File: src/hdl/chi_pkg.sv
// chi_pkg: shared constants and pipeline record types for the cubic hermite interpolator
// no dependencies
package chi_pkg;

  localparam int FRAC_BITS = 16;
  localparam int DW        = 32 + FRAC_BITS;
  localparam int MUL_LAT   = 4;
  localparam int NGRP      = 4;

  localparam logic [59:0] PROD_LIM = {60{1'b1}};
  localparam logic signed [63:0] ONE = 64'sd1 <<< FRAC_BITS;
  localparam logic signed [63:0] SAT_MAX = 64'sh0000_0000_7FFF_FFFF;
  localparam logic signed [63:0] SAT_MIN = -64'sh0000_0000_8000_0000;

  typedef struct packed {
    logic               zero;
    logic               neg;
    logic signed [32:0] d;
    logic signed [31:0] v0;
    logic signed [31:0] v1;
    logic signed [31:0] s0;
    logic signed [31:0] s1;
  } side_t;

  typedef struct packed {
    logic          valid;
    logic [31:0]   rem;
    logic [DW-1:0] qd;
    logic [31:0]   dv;
    side_t         side;
  } cell_t;

  typedef struct packed {
    logic               valid;
    logic               zero;
    logic               ovf;
    logic signed [32:0] d;
    logic signed [31:0] v0;
    logic signed [31:0] v1;
    logic signed [31:0] s0;
    logic signed [31:0] s1;
    logic signed [63:0] t;
    logic signed [63:0] t2;
    logic signed [63:0] t3;
    logic signed [63:0] h00;
    logic signed [63:0] h01;
    logic signed [63:0] g10;
    logic signed [63:0] g11;
    logic signed [63:0] h10;
    logic signed [63:0] h11;
    logic signed [63:0] sum;
  } ctx_t;

endpackage

File: src/hdl/chi_div_cell.sv
// chi_div_cell: one restoring division step, one quotient bit per cell
// depends on chi_pkg
module chi_div_cell import chi_pkg::*; (
  input  logic  clk,
  input  logic  rst,
  input  logic  en,
  input  cell_t din,
  output cell_t dout
);

  logic [32:0] r2;
  logic [32:0] diff;
  logic        ge;
  cell_t       dout_next;

  always_comb begin
    r2             = {din.rem, din.qd[DW-1]};
    diff           = r2 - {1'b0, din.dv};
    ge             = r2 >= {1'b0, din.dv};
    dout_next      = din;
    dout_next.rem  = ge ? diff[31:0] : r2[31:0];
    dout_next.qd   = {din.qd[DW-2:0], ge};
  end

  always_ff @(posedge clk) begin
    if (rst) begin
      dout <= '0;
    end else if (en) begin
      dout <= dout_next;
    end
  end

endmodule

File: config.mk
export PLATFORM = sky130hd
export DESIGN_NAME = chi_div_cell
export DESIGN_NICKNAME = d
export VERILOG_FILES = /design/src/hdl/chi_pkg.sv /design/src/hdl/chi_div_cell.sv
export SDC_FILE = /design/constraint.sdc
export NUM_CORES = 1
export LEC_CHECK = 0
export BUFFER_PORTS_ARGS = -buffer_cell sky130_fd_sc_hd__buf_2
export CAP_MARGIN = 10
export CORE_AREA = 2 2 218 220
export CTS_CLUSTER_SIZE = 16
export DETAILED_ROUTE_END_ITERATION = 7
export DIE_AREA = 0 0 220 222
export GPL_TIMING_DRIVEN = 0
export PLACE_DENSITY_LB_ADDON = 0.08
export SLEW_MARGIN = 15
export SYNTH_ARGS = -nofsm -noshare
export SYNTH_HDL_FRONTEND = slang
export SYNTH_SLANG_ARGS = --single-unit
File: constraint.sdc
create_clock -name clk -period 3.35 [get_ports clk]
set_input_delay 0.335 -clock clk [delete_from_list [all_inputs] [get_ports clk]]
set_output_delay 0.335 -clock clk [all_outputs]
set_load 0.02 [all_outputs]
==> qor.yml, run 1 <==
run_status:
  status: "complete, no violations"
finish:
  top_regs: "dout: 276 flops"
  largest_reg_flops: 276
  final_area_um2: 17000
  num-nets-final: 2191
  layout.cells.non_filler: 2519
  regMostFlops: "dout"
  drive_gt1_share_pct: 34.2
  area_growth_pct: 42.0
global_routing:
  antenna_found_initial: 15
  gr-total-overflow: 0
  grt_pass1_vias: 11194
  grt_max_degree: 12
  grt_pass1_wl_mm: 69.2
  grt_use_total_pct: 18.7
timing:
  post-route-period-util_pct: 89.3
  report.final.slew_viol_count: 0
  worst_pin_slew_ps: 904
  slew_headroom_pct: 39.7
  finalSetupViolations: 0
  post-route-min-period_ps: 2990
  fin_skew_ps: 0
  rsz0062_at_grt: "false"
  final.setup.worst_slack_ps: 359
  fmax_mhz: 334
  finalSetupTns_ps: 0
  hold_viol: 0
yosys:
  ys_ff_latch: 276
  post-synth-top-area-cell: "dfxtp_1"
  synth_edf_count: 0
  synthCells: 1262
  ys_seq_area_share_pct: 46.2
  yosys_most_used_dff: "dfxtp_1"
  synth_top_cells_by_count: "294 x nor2_1, 276 x dfxtp_1, 243 x mux2i_1, 76 x nand2_1, 44 x clkbuf_1"
  synth.area.top_cells: "dfxtp_1 46%, mux2i_1 20%, nor2_1 9.2%"
  synth_fp_nets: 1574
  syn_avg_cell_area_um2: 9.49
  ys.warnings.count: 0
  netlist_area_um2: 12000
  synth_cell_type_count: 61
  synth_most_common_cell: "nor2_1"
  synthArstFlopShare_pct: 0
  yosysTopAreaCellShare_pct: 46.2
cts:
  clockBufferDepth: 3
  cts.sinks: 276
  clk_latency_ps: 540
  numCtsBuffers: 36
  cts_root_buffer: "clkbuf_16"
  cts.htree.levels: 2
  cts_tree: "done"
  cts_resized: 0
  cts_setup_buffers: 0
  hold_buffers: 27
  path_clk_slew_ps: 50
detailed_routing:
  drt_wl_total_mm: 47.7
  vias: 11199
  wl_per_cell_um: 18.9
  antenna_left: 0
  routed_via_density: 4.45
  dr.pass1.iters: 5
  drc: 0
  dr.first_iter.drc_count: 474
critical_path:
  critPathLaunchType: "primary input"
  crit_top_cell: "buf_2"
  cp_top_family: "simple AND/OR/NAND/NOR gates"
  crit_fanout: 10
  slowest_delay_ps: 540
  critPathRequiredTime_ps: 3790
  critPathArrivalTime_ps: 3440
  path_class: "primary input to flop"
  slowest_stage: "nor4_1"
  worstSetupEndpointType: "flop"
  crit_buf_inv: 4
  path_cells: "buf_2, inv_1, ha_1, buf_2, nand4_1, nor4_1, nand4_1, o211ai_2, a22o_1, a211o_1, buf_2, nand2_1, a311oi_2"
floorplan:
  start_util_pct: 25.9
  die_y_um: 222
  die_w_um: 220
  core_um2: 46300
  die_area_um2: 48800
  io_pins: 555
  std_cell_rows: 79
place:
  io_buffers: 552
  pre_cts_ws_ps: -271
  post_dp_cell_area_um2: 15500
  dp_cells: 2421
  gp_congestion: 0.825
  post-dp-hpwl_mm: 38.3
hold_path:
  min_path_type: "primary input to flop"
run:
  maxCapViolCount: 0
power:
  p_leak_nw: 8.64
  peakVddDrop_uv: 348
  power_mw: 9.34
  powerDensity_nw_per_um2: 550
==> cell type report <==
class	count	area, um^2
fillers	4893	29300
multi-input cells	874	5990
flip-flops and latches	276	5530
repair buffers	579	3030
clock buffers	56	1090
well taps	607	759
plain buffers	76	323
inverters	36	135
clock inverters	8	129
diodes	7	17.5
==> final timing paths <==
check | start | endpoint | slack (ps) | cells after the start
worst max register to register | dout[274] | dout[274] | 2470 | 3
worst min register to register | dout[178] | dout[178] | 480 | 2
worst min-delay path | din[149] | dout[149] | 30 | 3
worst max-delay path | din[190] | dout[251] | 360 | 13
==> per-layer routing <==
layer	track usage (%)	routed length [um]	vias to the layer above
met4	4.68	722	12
met2	31.6	22900	402
li1	-	-	5560
met1	22.5	19900	5166
met5	0	75	-
met3	6.35	4110	59
==> worst min-delay path, stage by stage <==
cell and delay, ps:
buf_2 70, mux2i_1 50, nor2_1 70
==> power by group <==
part / internal (mW) / switching [mW] / total [mW]
clock network: 2.47 / 1.51 / 3.97
registers: 3.50 / 0.104 / 3.60
logic: 0.690 / 1.07 / 1.76
total: 6.65 / 2.69 / 9.34
==> per-stage QoR <==
step | hold slack (ps) | utilization (%)
floorplan | 482 | -
global placement | 469 | 33.5
detailed placement | 476 | 33.5
CTS | 0.131 | 36.7
global route | 16.0 | 36.7
finish | 31.5 | 36.7
==> logic make-up after synthesis <==
family / count (synthesis) / synth area share, %
AOI/OAI and AO/OA: 141 / 9.64
DFF: 276 / 46.2
muxes: 243 / 20.3
xor gates and xnor gates: 23 / 1.68
and+or+nand+nor: 434 / 14.9
buffers and inverters: 112 / 3.83
adders and majority gates: 33 / 3.51
==> layout by cell type (no fill, tap or decap), types with 19 or more instances in the layout <==
| cell | count |
|---|---|
| buf_2 | 558 |
| nor2_1 | 294 |
| dfxtp_1 | 276 |
| mux2i_1 | 243 |
| nand2_1 | 76 |
| clkbuf_1 | 55 |
| clkbuf_16 | 38 |
| inv_1 | 36 |
| ha_1 | 32 |
| dlygate4sd3_1 | 27 |
| a21oi_1 | 26 |
| buf_1 | 22 |
| o21ai_0 | 22 |
| a311oi_2 | 19 |
Power figures use the tool's default switching activity.
==> run 2, diff against run 1 <==
- REMOVE_ABC_BUFFERS: default -> 1
==> qor.yml, run 2 (synthesis gave the netlist of run 1 again) <==
run_status:
  status: "complete, no violations"  # unchanged
critical_path:
  slowest_delay_ps: 600  # was 540 ps
  critPathRequiredTime_ps: 3780  # was 3790 ps
  worstSetupEndpointType: "flop"  # unchanged
  crit_buf_inv: 3  # was 4
  path_cells: "buf_2, inv_1, ha_1, a21oi_1, o21ai_1, a22oi_1, nand3_1, a22o_1, a211oi_4, buf_6, nand2_1, a311oi_1"  # was buf_2, inv_1, ha_1, buf_2, nand4_1, nor4_1, nand4_1, o211ai_2, a22o_1, a211o_1, buf_2, nand2_1, a311oi_2
  path_class: "primary input to flop"  # unchanged
  critPathLaunchType: "primary input"  # unchanged
  cp_top_family: "compound AO/OA/AOI/OAI gates"  # was simple AND/OR/NAND/NOR gates
  critPathArrivalTime_ps: 3420  # was 3440 ps
  crit_fanout: 17  # was 10
  slowest_stage: "a211oi_4"  # was nor4_1
run:
  maxCapViolCount: 0  # unchanged
timing:
  holdWs_ps: 37.0  # was 31.5 ps
  slew_headroom_pct: 51.2  # was 39.7%
  finalSetupTns_ps: 0  # unchanged
  worst_pin_slew_ps: 733  # was 904 ps
  post-route-min-period_ps: 2990  # about the same
  finalSetupViolations: 0  # unchanged
  rsz0062_at_grt: "false"  # unchanged
  hold_viol: 0  # unchanged
  fmax_mhz: 334  # about the same
  fin_skew_ps: 0  # unchanged
  final.setup.worst_slack_ps: 355  # was 359 ps
  report.final.slew_viol_count: 0  # unchanged
  post-route-period-util_pct: 89.4  # was 89.3%
floorplan:
  start_util_pct: 25.9  # unchanged
  core_um2: 46300  # unchanged
  die_y_um: 222  # unchanged
  std_cell_rows: 79  # unchanged
  io_pins: 555  # unchanged
  die_area_um2: 48800  # unchanged
  die_w_um: 220  # unchanged
cts:
  cts.htree.levels: 2  # unchanged
  path_clk_slew_ps: 60  # was 50 ps
  cts_setup_buffers: 0  # unchanged
  numCtsBuffers: 34  # was 36
  clk_latency_ps: 530  # was 540 ps
  cts_tree: "done"  # unchanged
  cts.sinks: 276  # unchanged
  cts_root_buffer: "clkbuf_16"  # unchanged
  clockBufferDepth: 3  # unchanged
detailed_routing:
  drt_wl_total_mm: 43.8  # was 47.7 mm
  drc: 0  # unchanged
  dr.pass1.iters: 4  # was 5
  dr.first_iter.drc_count: 393  # was 474
  wl_per_cell_um: 18.1  # was 18.9 um
  antenna_left: 0  # unchanged
  routed_via_density: 4.38  # was 4.45
  vias: 10609  # was 11,199
place:
  pre_cts_ws_ps: -638  # was -271 ps
  gp_congestion: 0.762  # was 0.825
  dp_cells: 2355  # was 2,421
  post-dp-hpwl_mm: 34.0  # was 38.3 mm
  io_buffers: 554  # was 552
  post_dp_cell_area_um2: 15400  # was 15,500 um^2
power:
  clkPwrFrac_pct: 40.9  # was 42.5%
  seq_power_share_pct: 40.1  # was 38.6%
  internal_power_mw: 6.39  # was 6.65 mW
  switching_share_pct: 28.7  # was 28.8%
  p_comb_share_pct: 19.0  # was 18.9%
  powerDensity_nw_per_um2: 542  # was 550 nW/um^2
  p_leak_nw: 8.47  # was 8.64 nW
  power_mw: 8.96  # was 9.34 mW
  peakVddDrop_uv: 362  # was 348 uV
  p_sw_mw: 2.57  # was 2.69 mW
finish:
  num-nets-final: 2098  # was 2,191
  regMostFlops: "dout"  # unchanged
  multi_input_area_um2: 5990  # about the same
  fin_util_pct: 35.8  # was 36.7%
  n_fill_cell: 4913  # was 4,893
  top_regs: "dout: 276 flops"  # unchanged
  drive_gt1_share_pct: 35.9  # was 34.2%
  area_growth_pct: 38.1  # was 42.0%
  final_cell_mix: "552 x buf_2, 294 x nor2_1, 276 x dfxtp_1"  # was 558 x buf_2, 294 x nor2_1, 276 x dfxtp_1
  layout.cells.non_filler: 2422  # was 2,519
  regArea_um2: 5530  # unchanged
  final_area_um2: 16500  # was 17,000 um^2
  largest_reg_flops: 276  # unchanged
  final_common_cell: "buf_2"  # unchanged
global_routing:
  grt_pass1_wl_mm: 64.1  # was 69.2 mm
  grt_max_degree: 121  # was 12
  gr-total-overflow: 0  # unchanged
  grt_use_total_pct: 17.1  # was 18.7%
  antenna_found_initial: 10  # was 15
  grt_pass1_vias: 10267  # was 11,194
hold_path:
  min_path_type: "primary input to flop"  # unchanged
run 2: changes by cell type in the layout (fill, tap and decap cells not counted), sizes merged:
cell and delta:
clkbuf -48, dlygate4sd3 -25, buf -22, clkinv +2, diode -2, bufinv -1
clkinvlp -1
run 2: worst paths after layout:
path                            startpoint  cells after the start  slack (ps)        end
worst max-delay path              din[175]                     12         360  dout[264]
worst min-delay path              din[126]                      3          40  dout[126]
worst max register to register   dout[269]                      3        2510  dout[269]
worst min register to register   dout[195]                      2         480  dout[195]
run 2: layout make-up:
type                            instances  area share, %
Multi-Input combinational cell        874           36.2
Sequential cell                       276           33.4
Timing Repair Buffer                  564           18.2
Clock buffer                           52           6.04
Tap cell                              607           4.59
Inverter                               36          0.817
Clock inverter                          8          0.681
Antenna cell                            5         0.0757
run 2: per-layer routing:
| metal | global-route usage, % | share of wire, % |
|---|---|---|
| met4 | 4.03 | 1.5 |
| met1 | 19.9 | 40 |
| met2 | 30.3 | 50 |
| met5 | 0 | 0.084 |
| met3 | 5.38 | 7.9 |
run 2: timing repair:
| item | CTS | global route |
|---|---|---|
| setup endpoints to repair | 3 | 0 |
| hold buffers | 2 | 0 |
| resized for setup | 1 | 0 |
| endpoints found under the hold margin | 2 | 0 |
run 2: tightest hold or removal path, stage by stage:
cell     delay (ps)
buf_2            70
mux2i_1          50
nor2_1           70
run 2: power by group through the flow:
stage          Combinational [mW]  Clock, mW  Sequential, mW
2_1_floorplan               0.681          0            3.93
3_3_place_gp                 1.84          0            3.66
3_5_place_dp                 1.73          0            3.66
4_1_cts                      1.74       3.82            3.59
5_1_grt                      1.87       3.95            3.62
6_report                     1.70       3.66            3.59
==> run 3, diff against run 2 <==
--- a/config.mk
+++ b/config.mk
@@ -7,3 +7,3 @@
 export LEC_CHECK = 0
-export BUFFER_PORTS_ARGS = -buffer_cell sky130_fd_sc_hd__buf_2
+export BUFFER_PORTS_ARGS = -buffer_cell sky130_fd_sc_hd__buf_4
 export CAP_MARGIN = 10
--- a/constraint.sdc
+++ b/constraint.sdc
@@ -3,2 +3,2 @@
 set_output_delay 0.335 -clock clk [all_outputs]
-set_load 0.02 [all_outputs]
+set_load 0.1 [all_outputs]
==> qor.yml, run 3 (synthesis gave the netlist of run 1 again) <==
critical_path:
  critPathArrivalTime_ps: 3400  # was 3420 ps
  slowest_delay_ps: 640  # was 600 ps
  slowest_stage: "a211oi_4"  # unchanged
  critPathLaunchType: "primary input"  # unchanged
  crit_fanout: 13  # was 17
  critPathRequiredTime_ps: 3780  # about the same
  worstSetupEndpointType: "flop"  # unchanged
  path_class: "primary input to flop"  # unchanged
  path_cells: "buf_4, inv_1, ha_1, a21oi_1, o21ai_1, a22oi_1, nand3_1, a22o_1, a211oi_4, buf_8, nand2_1, a311oi_2"  # was buf_2, inv_1, ha_1, a21oi_1, o21ai_1, a22oi_1, nand3_1, a22o_1, a211oi_4, buf_6, nand2_1, a311oi_1
  worst_r2r_path_depth: 3  # unchanged
floorplan:
  io_pins: 555  # unchanged
  die_y_um: 222  # unchanged
  die_area_um2: 48800  # unchanged
  core_um2: 46300  # unchanged
  die_w_um: 220  # unchanged
  std_cell_rows: 79  # unchanged
  start_util_pct: 25.9  # unchanged
finish:
  final_area_um2: 18400  # was 16,500 um^2
  area_growth_pct: 53.4  # was 38.1%
  top_regs: "dout: 276 flops"  # unchanged
  final_cell_mix: "552 x buf_4, 294 x nor2_1, 276 x dfxtp_1"  # was 552 x buf_2, 294 x nor2_1, 276 x dfxtp_1
  n_fill_cell: 4836  # was 4,913
  largest_reg_flops: 276  # unchanged
  final_common_cell: "buf_4"  # was buf_2
  fin_util_pct: 39.7  # was 35.8%
  num-nets-final: 2144  # was 2,098
  drive_gt1_share_pct: 35.1  # was 35.9%
  regMostFlops: "dout"  # unchanged
power:
  powerDensity_nw_per_um2: 571  # was 542 nW/um^2
  power_mw: 10.5  # was 8.96 mW
  p_leak_nw: 8.95  # was 8.47 nW
  peakVddDrop_uv: 414  # was 362 uV
run:
  maxCapViolCount: 0  # unchanged
cts:
  clockBufferDepth: 3  # unchanged
  cts_root_buffer: "clkbuf_16"  # unchanged
  cts.htree.levels: 2  # unchanged
  clk_latency_ps: 530  # about the same
  cts.sinks: 276  # unchanged
  path_clk_slew_ps: 60  # about the same
  numCtsBuffers: 35  # was 34
  cts_tree: "done"  # unchanged
detailed_routing:
  routed_via_density: 4.37  # was 4.38
  drt_wl_total_mm: 45.5  # was 43.8 mm
  dr.first_iter.drc_count: 406  # was 393
  wl_per_cell_um: 18.4  # was 18.1 um
  dr.pass1.iters: 4  # unchanged
  drc: 0  # unchanged
  vias: 10793  # was 10,609
  antenna_left: 0  # unchanged
timing:
  post-route-min-period_ps: 2970  # was 2990 ps
  finalSetupViolations: 0  # unchanged
  hold_viol: 0  # unchanged
  worst_pin_slew_ps: 683  # was 733 ps
  slew_headroom_pct: 54.3  # was 51.2%
  fmax_mhz: 337  # was 334 MHz
  post-route-period-util_pct: 88.7  # was 89.4%
  rsz0062_at_grt: "false"  # unchanged
  final.setup.worst_slack_ps: 379  # was 355 ps
  fin_skew_ps: 0  # unchanged
  finalSetupTns_ps: 0  # unchanged
  report.final.slew_viol_count: 0  # unchanged
hold_path:
  hold_depth: 3  # unchanged
  min_path_type: "primary input to flop"  # unchanged
place:
  post-dp-hpwl_mm: 35.0  # was 34.0 mm
  io_buffers: 554  # unchanged
  gp_congestion: 0.774  # was 0.762
  pre_cts_ws_ps: -604  # was -638 ps
  post_dp_cell_area_um2: 16800  # was 15,400 um^2
global_routing:
  grt_pass1_vias: 10623  # was 10,267
  gr-total-overflow: 0  # unchanged
  antenna_found_initial: 5  # was 10
  grt_max_degree: 109  # was 121
  grt_use_total_pct: 17.9  # was 17.1%
  grt_pass1_wl_mm: 66.8  # was 64.1 mm
run_status:
  status: "complete, no violations"  # unchanged
[run 3: worst max-delay path: cells and delay by family]
family          cells  cell delay [ps]
compound gates      6             1950
buf+inv             3              370
simple gates        2              340
fa+ha+maj           1              380
[run 3: metrics by stage]
stage | hold slack (ps) | cells
6_report | 32.3 | 2469
5_1_grt | 4.35 | 2466
4_1_cts | 0.000666 | 2465
3_5_place_dp | 468 | 2355
3_3_place_gp | 475 | 2347
2_1_floorplan | 403 | 1186
[run 3: layout make-up]
cell class | instances | area, um^2 | area share [%]
Multi-Input combinational cell | 874 | 5990 | 32.6
Sequential cell | 276 | 5530 | 30.1
Timing Repair Buffer | 609 | 4840 | 26.3
Clock buffer | 54 | 1040 | 5.65
Tap cell | 607 | 759 | 4.13
Inverter | 36 | 135 | 0.736
Clock inverter | 9 | 73.8 | 0.402
Antenna cell | 4 | 10.0 | 0.0545
[run 3: what timing repair did]
item,in CTS,in global routing
buffers inserted,0,0
endpoints found under the hold margin,47,0
gates resized for setup,1,0
setup endpoints to repair,1,0
hold buffers,47,0
[run 3: routing by layer]
metal / vias up / wire length, um / share of wire [%] / track usage (%)
li1: 5458 / - / - / -
met1: 4990 / 18400 / 40 / 20.8
met4: 4 / 870 / 1.9 / 4.22
met5: - / 18 / 0.040 / 0
met2: 291 / 22600 / 50 / 31.5
met3: 50 / 3640 / 8.0 / 5.75
[run 3: final timing paths]
| check | startpoint | endpoint | slack (ps) |
|---|---|---|---|
| worst max-delay path | din[175] | dout[249] | 380 |
| worst min-delay path | din[45] | dout[45] | 30 |
| worst max register to register | dout[266] | dout[266] | 2510 |
| worst min register to register | dout[264] | dout[264] | 490 |
[run 3: power breakdown]
| part | switching [mW] | internal, mW |
|---|---|---|
| registers | 0.105 | 3.50 |
| logic | 2.33 | 0.915 |
| clock network | 1.50 | 2.14 |
| total | 3.93 | 6.56 |
